`config.mk`:
```
export PLATFORM = sky130hd
export DESIGN_NAME = cri_regs
export DESIGN_NICKNAME = d
export VERILOG_FILES = /design/src/sv/cri_pkg.sv /design/src/sv/cri_regs.sv
export SDC_FILE = /design/constraint.sdc
export NUM_CORES = 1
export LEC_CHECK = 0
export ABC_AREA = 0
export BUFFER_PORTS_ARGS = -buffer_cell sky130_fd_sc_hd__buf_2
export CELL_PAD_IN_SITES_DETAIL_PLACEMENT = 0
export CELL_PAD_IN_SITES_GLOBAL_PLACEMENT = 1
export CORE_AREA = 2 2 168 137
export CTS_CLUSTER_SIZE = 40
export DETAILED_ROUTE_END_ITERATION = 10
export DIE_AREA = 0 0 170 139
export PLACE_DENSITY_LB_ADDON = 0.2
export SYNTH_ARGS = -nofsm -noshare
export SYNTH_HDL_FRONTEND = slang
export SYNTH_SLANG_ARGS = --single-unit
```
`constraint.sdc`:
```
create_clock -name clk -period 3.7 [get_ports clk]
set_input_delay 0.37 -clock clk [delete_from_list [all_inputs] [get_ports clk]]
set_output_delay 0.37 -clock clk [all_outputs]
set_load 0.1 [all_outputs]
```
`src/sv/cri_pkg.sv`:
```
// ============================================================================
// cri_pkg
// Shared types, constants and reset values of the color ramp interpolator.
// ============================================================================
package cri_pkg;

    // Ramp geometry
    localparam int STOPS         = 4;
    localparam int POS_FRAC_BITS = 16;
    localparam int POS_W         = POS_FRAC_BITS + 1;   // stop position, Q1.16
    localparam int IN_W          = POS_W + 1;           // lookup position, signed Q2.16
    localparam int POS_ONE       = 1 << POS_FRAC_BITS;

    // Segments narrower than 1/SPAN_SCALE of 1.0 take the left stop's color
    localparam int SPAN_SCALE    = 10000;
    localparam int SPAN_MIN      = (POS_ONE + SPAN_SCALE - 1) / SPAN_SCALE;

    // Color channels
    localparam int CH_W          = 8;
    localparam int NCH           = 4;
    localparam int QUO_W         = CH_W;

    // Blend arithmetic widths
    localparam int NUM_W         = CH_W + POS_W;        // c_l*(span-d) + c_r*d
    localparam int DIV_W         = NUM_W + 1;           // 2*num + span
    localparam int DEN_W         = POS_W + 1;           // 2*span

    // Register file
    localparam int CNT_W         = 3;
    localparam int STOP_IDX_W    = $clog2(STOPS);
    localparam int REG_COUNT     = STOPS + 1;
    localparam int REG_IDX_W     = $clog2(REG_COUNT);
    localparam int ADDR_W        = REG_IDX_W + 3;
    localparam int DATA_W        = 64;
    localparam int STOP_W        = POS_W + NCH * CH_W;
    localparam int COUNT_RESET   = (4 > STOPS) ? STOPS : 4;

    // Register indexes
    localparam int REG_STOP_COUNT = 0;
    localparam int REG_STOP_BASE  = 1;

    typedef logic [CH_W-1:0] chan_t;

    typedef struct packed {
        chan_t alpha;
        chan_t red;
        chan_t green;
        chan_t blue;
    } argb_t;

    typedef struct packed {
        logic [POS_W-1:0] pos;
        argb_t            color;
    } stop_t;

    localparam argb_t COLOR_BLACK = '{alpha: 8'hFF, red: 8'h00, green: 8'h00, blue: 8'h00};

    // Segment request: locate -> blend
    typedef struct packed {
        logic             valid;
        logic             direct;
        argb_t            color;
        argb_t            left;
        argb_t            right;
        logic [POS_W-1:0] span;
        logic [POS_W-1:0] offset;
    } seg_req_t;

    // Mix request: blend -> divide
    typedef struct packed {
        logic                        valid;
        logic                        direct;
        argb_t                       color;
        logic [NCH-1:0][NUM_W-1:0]   num;
        logic [POS_W-1:0]            span;
    } mix_req_t;

    // Default ramp: black at 0.0 and 0.486, white at 0.645 and 1.0
    function automatic stop_t stop_reset(input int idx);
        stop_t v;
        case (idx)
            0:       v = 49'd4278190080;
            1:       v = 49'd136798986567680;
            2:       v = 49'd181556857536511;
            3:       v = 49'd281479271677951;
            default: v = '0;
        endcase
        return v;
    endfunction

endpackage

```
`src/sv/cri_regs.sv`:
```
// ============================================================================
// cri_regs
// APB register file: stop count and the ramp stops.
// ============================================================================
module cri_regs
    import cri_pkg::*;
(
    input  logic                       clk,
    input  logic                       rst_n,
    input  logic                       psel,
    input  logic                       penable,
    input  logic                       pwrite,
    input  logic [ADDR_W-1:0]          paddr,
    input  logic [DATA_W-1:0]          pwdata,
    output logic [DATA_W-1:0]          prdata,
    output logic                       pready,
    output logic [CNT_W-1:0]           stop_count,
    output stop_t [STOPS-1:0]          stops
);

    logic [REG_IDX_W-1:0] reg_idx;
    logic                 wr_en;
    logic [CNT_W-1:0]     count_wdata;
    logic [CNT_W-1:0]     stop_count_reg;
    logic [CNT_W-1:0]     stop_count_next;
    stop_t [STOPS-1:0]    stops_reg;
    logic [DATA_W-1:0]    rd_data;

    assign reg_idx = paddr[ADDR_W-1:3];
    assign wr_en   = psel && penable && pwrite;
    assign pready  = 1'b1;

    // Saturate the stop count to the number of stop registers
    assign count_wdata     = pwdata[CNT_W-1:0];
    assign stop_count_next = (count_wdata > CNT_W'(STOPS)) ? CNT_W'(STOPS) : count_wdata;

    always_ff @(posedge clk or negedge rst_n)
    begin
        if (!rst_n)
        begin
            stop_count_reg <= CNT_W'(COUNT_RESET);
            for (int i = 0; i < STOPS; i++)
            begin
                stops_reg[i] <= stop_reset(i);
            end
        end
        else if (wr_en)
        begin
            if (reg_idx == REG_IDX_W'(REG_STOP_COUNT))
            begin
                stop_count_reg <= stop_count_next;
            end
            for (int i = 0; i < STOPS; i++)
            begin
                if (reg_idx == REG_IDX_W'(REG_STOP_BASE + i))
                begin
                    stops_reg[i] <= stop_t'(pwdata[STOP_W-1:0]);
                end
            end
        end
    end

    // Read mux; unmapped addresses read as zero
    always_comb
    begin
        rd_data = '0;
        if (reg_idx == REG_IDX_W'(REG_STOP_COUNT))
        begin
            rd_data = DATA_W'(stop_count_reg);
        end
        for (int i = 0; i < STOPS; i++)
        begin
            if (reg_idx == REG_IDX_W'(REG_STOP_BASE + i))
            begin
                rd_data = DATA_W'(stops_reg[i]);
            end
        end
    end

    assign prdata     = rd_data;
    assign stop_count = stop_count_reg;
    assign stops      = stops_reg;

`ifndef ASSERT_OFF
    a_count_saturated: assert property (@(posedge clk) disable iff (!rst_n)
        stop_count_reg <= CNT_W'(STOPS))
        else $error("stop count above number of stops");
`endif

endmodule

```
==> results of run 1 <==
## cell type report
class	instances	area share, %
Sequential cell	199	44.4
Multi-Input combinational cell	381	32.2
Timing Repair Buffer	324	14.8
Clock buffer	18	3.82
Tap cell	280	3.05
Clock inverter	14	1.74
Antenna cell	1	0.0218
## kinds of logic (layout without fill, tap and decap cells)
family	count (synthesis)	in the layout
AND/OR/NAND/NOR	18	18
multiplexers	251	251
buffers and inverters	65	356
AO/OA/AOI/OAI	96	96
other	2	17
flip-flops	199	199
## synthesized netlist by cell type
| cell type | count | area (sq um) |
|---|---|---|
| and3_1 | 1 | 6.26 |
| dfrtp_1 | 99 | 2480 |
| nor3b_1 | 1 | 7.51 |
| buf_1 | 9 | 33.8 |
| nor3_2 | 1 | 10.0 |
| mux2_2 | 182 | 2050 |
| o22ai_1 | 46 | 288 |
| a22oi_1 | 47 | 353 |
| mux2i_1 | 49 | 490 |
| buf_2 | 20 | 100 |
| dfstp_2 | 100 | 2630 |
| nand2b_1 | 1 | 6.26 |
| nand4b_4 | 1 | 23.8 |
| buf_12 | 1 | 20.0 |
| conb_1 | 2 | 7.51 |
| nand2_1 | 3 | 11.3 |
| o211ai_1 | 1 | 7.51 |
| nand4_1 | 1 | 6.26 |
| mux2_4 | 10 | 150 |
| buf_4 | 22 | 165 |
| buf_6 | 2 | 22.5 |
| a221o_1 | 1 | 10.0 |
| clkbuf_2 | 1 | 5.00 |
| nor3b_2 | 2 | 25.0 |
| nor2b_1 | 4 | 25.0 |
| mux2_1 | 10 | 113 |
| nor2_1 | 2 | 7.51 |
| o21ai_0 | 1 | 5.00 |
| and4b_1 | 1 | 10.0 |
| clkbuf_1 | 10 | 37.5 |
## routing by layer
metal / wire length, microns / vias to the layer above / part of all wire, % / global-route usage, %
li1: - / 2915 / - / -
met1: 11400 / 3400 / 44 / 28.8
met2: 12700 / 223 / 49 / 36.1
met3: 1750 / 16 / 6.7 / 5.48
met4: 241 / 0 / 0.93 / 5.04
met5: 0 / - / 0 / 0
## power by group
group / switching (W) / leakage (nW) / total [W] / internal (W)
registers: 0.000330 / 2.31 / 0.00309 / 0.00276
logic: 0.00433 / 2.95 / 0.00512 / 0.000793
clock network: 0.000922 / 0.311 / 0.00198 / 0.00106
total: 0.00558 / 5.57 / 0.0102 / 0.00461
## per-stage QoR
step | cell area (sq um) | total power, W | hold WS [ns]
after global routing | 11500 | 0.0105 | 0.187
after floorplan | 9150 | 0.00747 | 0.0744
final | 11500 | 0.0102 | 0.199
after global placement | 10800 | 0.00823 | 0.453
after CTS | 11500 | 0.0103 | 0.173
after detailed placement | 10800 | 0.00826 | 0.450
## timing repair
action | CTS | global route
gates resized for setup | 0 | 0
hold buffers | 1 | 0
endpoints found under the hold margin | 9 | 0
setup endpoints to repair | 0 | 0
## how the worst max path moves through the flow
| stage | endpoint | start | cells past startpoint |
|---|---|---|---|
| 2_1_floorplan | prdata[2] | stops[51]$_DFFE_PN0P_ | 2 |
| 3_3_place_gp | prdata[7] | paddr[3] | 6 |
| 3_5_place_dp | prdata[18] | paddr[3] | 6 |
| 4_1_cts | prdata[18] | paddr[3] | 6 |
| 5_1_grt | prdata[16] | paddr[3] | 6 |
| 6_report | prdata[23] | paddr[3] | 6 |
==> qor.csv, run 1 <==
metric,value,unit
status,completed,
r2r-end,stops[43]$_DFFE_PN0P_,
ant_nets,0,
die_w,170,microns
fin_util,52.1,%
path_common_cell,buf_4,
mostFrequentLayoutCells,"buf_2 (302), mux2_2 (182), dfstp_2 (100), dfrtp_1 (99), mux2i_1 (49)",
multiInputGateArea,3700,sq um
dieHeight,139,microns
post-cts-setup-buffers,0,
overflow,0,
fin_ws,0.920,ns
synth_compound_area_share,7.29,%
largest_register_ffs,196,
synth.distinct_cells,30,
rsz0062_at_grt,false,
worst_slew_pin_slew,0.719,ns
reg2regPathDepth,1,
syn_area_per_cell,14.4,sq um
seq_area,5100,sq um
h-tree-depth,4,
synth_fa_ha_area_share,0,%
hold_violations,0,
first_pass_iters,4,
clock_path_buffers,2,
cp_cell_sequence,buf_4 > nor2b_4 > buf_4 > a22oi_1 > o22ai_1 > buf_2,
clkTransAtPathRegs,0.08,ns
worst-setup-path-type,primary input to primary output,
drv_slew,0,
tns,0,ns
cts_tree,done,
synth-xor-area-share,0,%
area_delta_synth_final,26.3,%
cts_root_buf,clkbuf_16,
maxCapViolCount,0,
ys_warn_count,0,
drt_iter0_drc,319,
dpl.hpwl,17100,microns
insertion_delay,0.43,ns
drive_gt1_share,70.0,%
holdPathStages,2,
ir_worst_vdd,0.000512,V
worstHoldEndpoint,stops[10]$_DFFE_PN0P_,
vias,6554,
grt_max_degree,85,
grt_pass1_vias,6425,
gp_congestion,0.764,
setup_viol,0,
slowest_delay,0.47,ns
cts_buffers,17,
ys_ff_latch,199,
antenna_found_initial,0,
slew-limit-headroom,52.0,%
track_usage,21.8,%
endpoint_kind,primary output,
final_common_cell,buf_2,
drcViolationCount,0,
min_period,2.78,ns
die_area,23600,sq um
rrSetupSlack,2.89,ns
pre_cts_ws,0.884,ns
reg2reg_from,stops[43]$_DFFE_PN0P_,
ios,339,
synth_top_family_by_area,multiplexers,
cts.sinks,199,
start_util,41.2,%
worst_ep_arrival_time,2.41,ns
yosys-mux-area-fraction,30.8,%
drt-total-wl,26000,microns
critPathLaunchType,primary input,
port_buffers,304,
crit_buf_inv,3,
synthCells,631,
cp_slowest_cell,buf_2,
syn_area,9100,sq um
viasPerCell,5.39,
power.leakage,5.57,nW
place_inst,1183,
fin_skew,0,ns
synth-simple-area-share,1.53,%
fin_crit_sh,75.1,%
critical-path-top-delay-family,buffers and inverters,
cp.required,3.33,ns
stdcell_count,1217,
hp-start,pwdata[10],
core,22100,sq um
path_max_fanout,25,
power_density,887,nW/um^2
seq_area_frac_synth,56.1,%
fillers,1987,
fmax,360,MHz
rows,49,
grt_pass1_wl,39300,microns
nets,998,
hold_path.class,primary input to flop,
wire_per_inst,21.4,microns
Note: power is estimated with default switching activity, not from simulation.
==> inputs of run 2 (changes only) <==
--- a/config.mk
+++ b/config.mk
@@ -9,10 +9,10 @@
 export BUFFER_PORTS_ARGS = -buffer_cell sky130_fd_sc_hd__buf_2
 export CELL_PAD_IN_SITES_DETAIL_PLACEMENT = 0
 export CELL_PAD_IN_SITES_GLOBAL_PLACEMENT = 1
-export CORE_AREA = 2 2 168 137
+export CORE_AREA = 2 2 184 150
 export CTS_CLUSTER_SIZE = 40
 export DETAILED_ROUTE_END_ITERATION = 10
-export DIE_AREA = 0 0 170 139
+export DIE_AREA = 0 0 186 152
 export PLACE_DENSITY_LB_ADDON = 0.2
 export SYNTH_ARGS = -nofsm -noshare
 export SYNTH_HDL_FRONTEND = slang
==> constraint.sdc (replaced) <==
create_clock -name clk -period 2.55 [get_ports clk]
set_input_delay 0.255 -clock clk [delete_from_list [all_inputs] [get_ports clk]]
set_output_delay 0.255 -clock clk [all_outputs]
set_load 0.1 [all_outputs]
==> qor.csv, run 2 (synthesis results as in run 1) <==
metric,value,unit,change
status,completed,,
insertion_delay,0.43,ns,about the same
overflow,0,,unchanged
reg2reg_from,stops[14]$_DFFE_PN0P_,,
antenna_found_initial,1,,+1
fmax,483,MHz,
gp_congestion,0.736,,-3.7%
place_inst,1270,,+7.4%
multiInputGateArea,4000,sq um,+7.9%
dpl-instance-area,12100,sq um,+11%
crit_end,prdata[20],,
drt-total-wl,27300,microns,+4.9%
ant_nets,0,,unchanged
ios,339,,unchanged
post-cts-setup-buffers,0,,unchanged
drv_slew,0,,unchanged
drive_gt1_share,75.0,%,+5.0 points
wire_per_inst,20.9,microns,-2.0%
path_max_fanout,24,,-4.0%
holdPathStages,2,,unchanged
grt_pass1_vias,6760,,+5.2%
worst_ep_arrival_time,1.81,ns,-0.60 ns
dpl.hpwl,18500,microns,+7.7%
die_w,186,microns,+9.4%
cts.sinks,199,,unchanged
hp-start,pwdata[16],,
die_area,28300,sq um,+20%
r2r-end,stops[14]$_DFFE_PN0P_,,
start_util,34.1,%,-7.1 points
power.leakage,5.85,nW,+4.9%
rsz0062_at_grt,false,,
drcViolationCount,0,,unchanged
hold_violations,0,,unchanged
reg2regPathDepth,1,,unchanged
fillers,2450,,+23%
drt_iter0_drc,294,,-7.8%
seq_area,5110,sq um,about the same
tns,0,ns,unchanged
fin_crit_sh,81.2,%,
worst-setup-path-type,primary input to primary output,,
cts_tree,done,,
grt_pass1_wl,42200,microns,+7.2%
pre_cts_ws,0.473,ns,-0.410 ns
endpoint_kind,primary output,,
core,26700,sq um,+21%
grt_max_degree,60,,-29%
h-tree-depth,4,,unchanged
cts_root_buf,clkbuf_16,,
power_density,1210,nW/um^2,+37%
worst_slew_pin_slew,0.578,ns,-0.142 ns
stdcell_count,1303,,+7.1%
vias,6551,,-0.046%
area_delta_synth_final,40.1,%,
fin_skew,0,ns,unchanged
maxCapViolCount,0,,unchanged
rrSetupSlack,1.73,ns,-1.16 ns
track_usage,19.6,%,-2.2 points
critPathLaunchType,primary input,,
final_common_cell,buf_2,,
nets,1001,,+0.30%
first_pass_iters,4,,unchanged
rows,54,,+10%
clkTransAtPathRegs,0.07,ns,about the same
dieHeight,152,microns,+9.4%
viasPerCell,5.03,,-6.6%
crit_start,paddr[3],,
setup_viol,0,,unchanged
cts_buffers,17,,unchanged
slew-limit-headroom,61.5,%,+9.5 points
hold_path.class,primary input to flop,,
min_period,2.07,ns,
cp.required,2.30,ns,-1.03 ns
port_buffers,304,,unchanged
fin_ws,0.480,ns,-0.440 ns
largest_register_ffs,196,,unchanged
cts_resized,0,,unchanged
num_antenna_cells,0,,-1
stdcell_area,12800,sq um,+11%
ir_worst_vdd,0.000669,V,+31%
mostFrequentLayoutCells,"buf_2 (252), mux2_2 (182), dfstp_2 (99), dfrtp_1 (98), buf_12 (56)",,
clock_path_buffers,2,,unchanged
cts_hold_buf,1,,unchanged
run 2: metrics by stage:
step                      total power [W]  hold WS, ns  utilization [%]
after CTS                          0.0156       0.0568             47.8
after detailed placement           0.0125        0.269             45.3
after global placement             0.0124        0.272             45.3
after floorplan                    0.0109      -0.0406                -
final                              0.0154       0.0766             47.8
after global routing               0.0160       0.0634             47.8
run 2: layer usage:
metal | global-route usage (%) | share of wire (%) | up-vias
li1 | - | - | 2923
met1 | 26.8 | 45 | 3368
met2 | 29.5 | 44 | 237
met3 | 7.17 | 8.8 | 21
met4 | 4.57 | 1.2 | 2
met5 | 0 | 0.048 | -
run 2: where the power goes:
part	leakage [nW]	switching, W	total, W	internal (W)
combinational	3.22	0.00640	0.00791	0.00151
sequential	2.31	0.000484	0.00449	0.00401
clock	0.319	0.00125	0.00304	0.00178
total	5.85	0.00814	0.0154	0.00730
run 2: worst min-delay path by stage:
stage | endpoint | slack (ns)
after global routing | stops[124]$_DFFE_PN1P_ | 0.06
after floorplan | stop_count[0]$_DFFE_PN0P_ | -0.04
after CTS | stops[16]$_DFFE_PN0P_ | 0.06
final | stops[16]$_DFFE_PN0P_ | 0.08
after global placement | stops[141]$_DFFE_PN0P_ | 0.27
after detailed placement | stops[141]$_DFFE_PN0P_ | 0.27
run 2: layout make-up:
| cell class | count | area share, % |
|---|---|---|
| clock buffers | 19 | 3.47 |
| flip-flops and latches | 199 | 40.1 |
| clock inverters | 13 | 1.69 |
| well taps | 364 | 3.57 |
| multi-input cells | 381 | 31.3 |
| repair buffers | 327 | 19.9 |
run 2: worst max-delay path, stage by stage:
cell and delay, ns:
buf_4 0.38, nor2b_4 0.24, buf_4 0.33, a22oi_1 0.14, o22ai_2 0.21, buf_12 0.22
==> inputs of run 3 (changes only) <==
--- a/config.mk
+++ b/config.mk
@@ -5,14 +5,14 @@
 export SDC_FILE = /design/constraint.sdc
 export NUM_CORES = 1
 export LEC_CHECK = 0
-export ABC_AREA = 0
+export ABC_AREA = 1
 export BUFFER_PORTS_ARGS = -buffer_cell sky130_fd_sc_hd__buf_2
 export CELL_PAD_IN_SITES_DETAIL_PLACEMENT = 0
 export CELL_PAD_IN_SITES_GLOBAL_PLACEMENT = 1
-export CORE_AREA = 2 2 184 150
+export CORE_AREA = 2 2 188 153
 export CTS_CLUSTER_SIZE = 40
 export DETAILED_ROUTE_END_ITERATION = 10
-export DIE_AREA = 0 0 186 152
+export DIE_AREA = 0 0 190 155
 export PLACE_DENSITY_LB_ADDON = 0.2
 export SYNTH_ARGS = -nofsm -noshare
 export SYNTH_HDL_FRONTEND = slang
==> constraint.sdc (replaced) <==
create_clock -name clk -period 1.8 [get_ports clk]
set_input_delay 0.18 -clock clk [delete_from_list [all_inputs] [get_ports clk]]
set_output_delay 0.18 -clock clk [all_outputs]
set_load 0.1 [all_outputs]
==> qor.csv, run 3 <==
metric,value,unit,change
status,completed,,
synthTopCellsByArea,"dfstp_2 (30%), dfrtp_1 (29%), nand2_1 (17%), o21ai_0 (7.8%), nand4_1 (3.5%)",,
first_pass_iters,5,,+1
clkTransAtPathRegs,0.08,ns,about the same
worst_ep_arrival_time,1.52,ns,-0.29 ns
cp_slowest_cell,dfstp_4,,
hold_path.class,primary input to flop,,
drive_gt1_share,43.4,%,-32 points
power.leakage,5.90,nW,+0.97%
die_area,29500,sq um,+4.2%
ios,339,,unchanged
cts_resized,0,,unchanged
syn_area_per_cell,8.67,sq um,-40%
cts_root_buf,clkbuf_16,,
synthTopCellsByCount,"nand2_1 (392), o21ai_0 (135), dfstp_2 (100)",,
fin_crit_sh,94.4,%,
min_period,1.70,ns,
dieHeight,155,microns,+2.0%
die_w,190,microns,+2.2%
fillers,2730,,+11%
insertion_delay,0.43,ns,about the same
cts_hold_buf,5,,+4
area_delta_synth_final,45.2,%,
yosys_most_used_dff,dfstp_2,,
grt_pass1_vias,7513,,+11%
fmax,588,MHz,
drt_iter0_drc,444,,+51%
worst-setup-path-type,flop to primary output,,
grt_max_degree,57,,-5.0%
ir_worst_vdd,0.000751,V,+12%
fin_skew,0,ns,unchanged
power_density,1650,nW/um^2,+36%
maxCapViolCount,0,,unchanged
cts.sinks,199,,unchanged
endpoint_kind,primary output,,
h-tree-depth,4,,unchanged
dpl.hpwl,19300,microns,+4.7%
crit_buf_inv,1,,-2
hold_violations,0,,unchanged
ys_warn_count,0,,unchanged
ant_nets,0,,unchanged
nets,1367,,+37%
stdcell_count,1676,,+29%
start_util,31.3,%,-2.8 points
drv_slew,0,,unchanged
drt-total-wl,28500,microns,+4.5%
grt_pass1_wl,44100,microns,+4.6%
core,27700,sq um,+3.9%
antenna_found_initial,1,,unchanged
seq_area_frac_synth,58.8,%,+2.7 points
port_buffers,304,,unchanged
post-cts-setup-buffers,0,,unchanged
synthCells,1001,,+59%
synth_top_area_cell,dfstp_2,,
track_usage,19.5,%,-0.074 points
cp.required,1.62,ns,-0.68 ns
critPathLaunchType,flop,,
slowest_delay,0.62,ns,+0.24 ns
gp_congestion,0.766,,+4.2%
setup_viol,0,,unchanged
largest_register_ffs,196,,unchanged
critical-path-top-delay-family,flip-flops,,
syn_area,8680,sq um,-4.6%
rows,55,,+1.9%
slew-limit-headroom,59.9,%,-1.6 points
drcViolationCount,0,,unchanged
cts_tree,done,,
synth_edf_count,0,,unchanged
worst_slew_pin_slew,0.602,ns,+0.0242 ns
viasPerCell,4.61,,-8.3%
mostFrequentLayoutCells,"nand2_1 (392), buf_2 (254), o21ai_0 (135), dfstp_4 (93), dfrtp_2 (75)",,
synth_top_area_share,30.3,%,+1.4 points
yosysMostFrequentCell,nand2_1,,
synthArstFlopShare,100,%,unchanged
clock_path_buffers,2,,unchanged
fin_util,45.5,%,-2.3 points
overflow,0,,unchanged
vias,7724,,+18%
ys_ff_latch,199,,unchanged
rsz0062_at_grt,false,,
tns,0,ns,unchanged
wire_per_inst,17.0,microns,-19%
final_common_cell,nand2_1,,
synth.distinct_cells,22,,-27%
cp_cell_sequence,buf_2,,
path_max_fanout,3,,-88%
place_inst,1638,,+29%
cts_buffers,17,,unchanged
run 3: logic make-up (layout without fill, tap and decap cells):
family / Yosys count / after routing / synth area share, %
AOI/OAI and AO/OA: 199 / 199 / 11.5
buffers and inverters: 133 / 423 / 7.37
DFF: 199 / 199 / 58.8
other: 2 / 17 / 0.0865
and+or+nand+nor: 468 / 468 / 22.3
run 3: layer usage:
metal  track usage, %  vias up  wire (microns)
li1                 -     3808               -
met1             28.0     3648           13800
met2             29.4      236           12400
met3             4.49       32            1740
met4             5.87        0             512
met5                0        -               0
run 3: where the power goes:
part           switching, W  leakage (nW)  internal, W
clock network       0.00183         0.278      0.00199
logic               0.00868          3.36      0.00160
registers          0.000704          2.27      0.00597
total                0.0112          5.90      0.00955
run 3: cell type report:
type                       count  area (sq um)  share of cell area, %
tap                          370           463                   3.67
sequential                   199          5610                   44.5
clock buffer                  18           439                   3.48
inverter                      57           216                   1.72
antenna                        1          2.50                 0.0199
clock inverter                14           141                   1.12
multi-input combinational    683          3030                   24.0
timing repair buffer         334          2700                   21.5
run 3: path summary, 6_finish.rpt:
| kind | startpoint | endpoint | slack [ns] | cells past startpoint |
|---|---|---|---|---|
| max in group asynchronous | rst_n | stops[77]$_DFFE_PN1P_ | 0.84 | 3 |
| worst min-delay path | pwdata[45] | stops[45]$_DFFE_PN0P_ | 0.02 | 3 |
| worst max-delay path | stops[31]$_DFFE_PN1P_ | stops[31] | 0.10 | 1 |
| worst min register to register | stops[147]$_DFFE_PN1P_ | stops[147]$_DFFE_PN1P_ | 0.50 | 2 |
| min in group asynchronous | rst_n | stops[62]$_DFFE_PN0P_ | 0.25 | 2 |
| worst max register to register | stops[115]$_DFFE_PN1P_ | stops[115]$_DFFE_PN1P_ | 0.93 | 2 |
run 3: through the flow:
stage | worst slack, ns | total power [W] | instance area, sq um | hold WS (ns)
floorplan | -0.0224 | 0.0150 | 9270 | -0.116
global placement | 0.137 | 0.0170 | 12000 | 0.163
detailed placement | 0.122 | 0.0171 | 12000 | 0.163
CTS | 0.0788 | 0.0210 | 12600 | 0.00186
global route | 0.0566 | 0.0216 | 12600 | 0.0196
finish | 0.101 | 0.0208 | 12600 | 0.0237
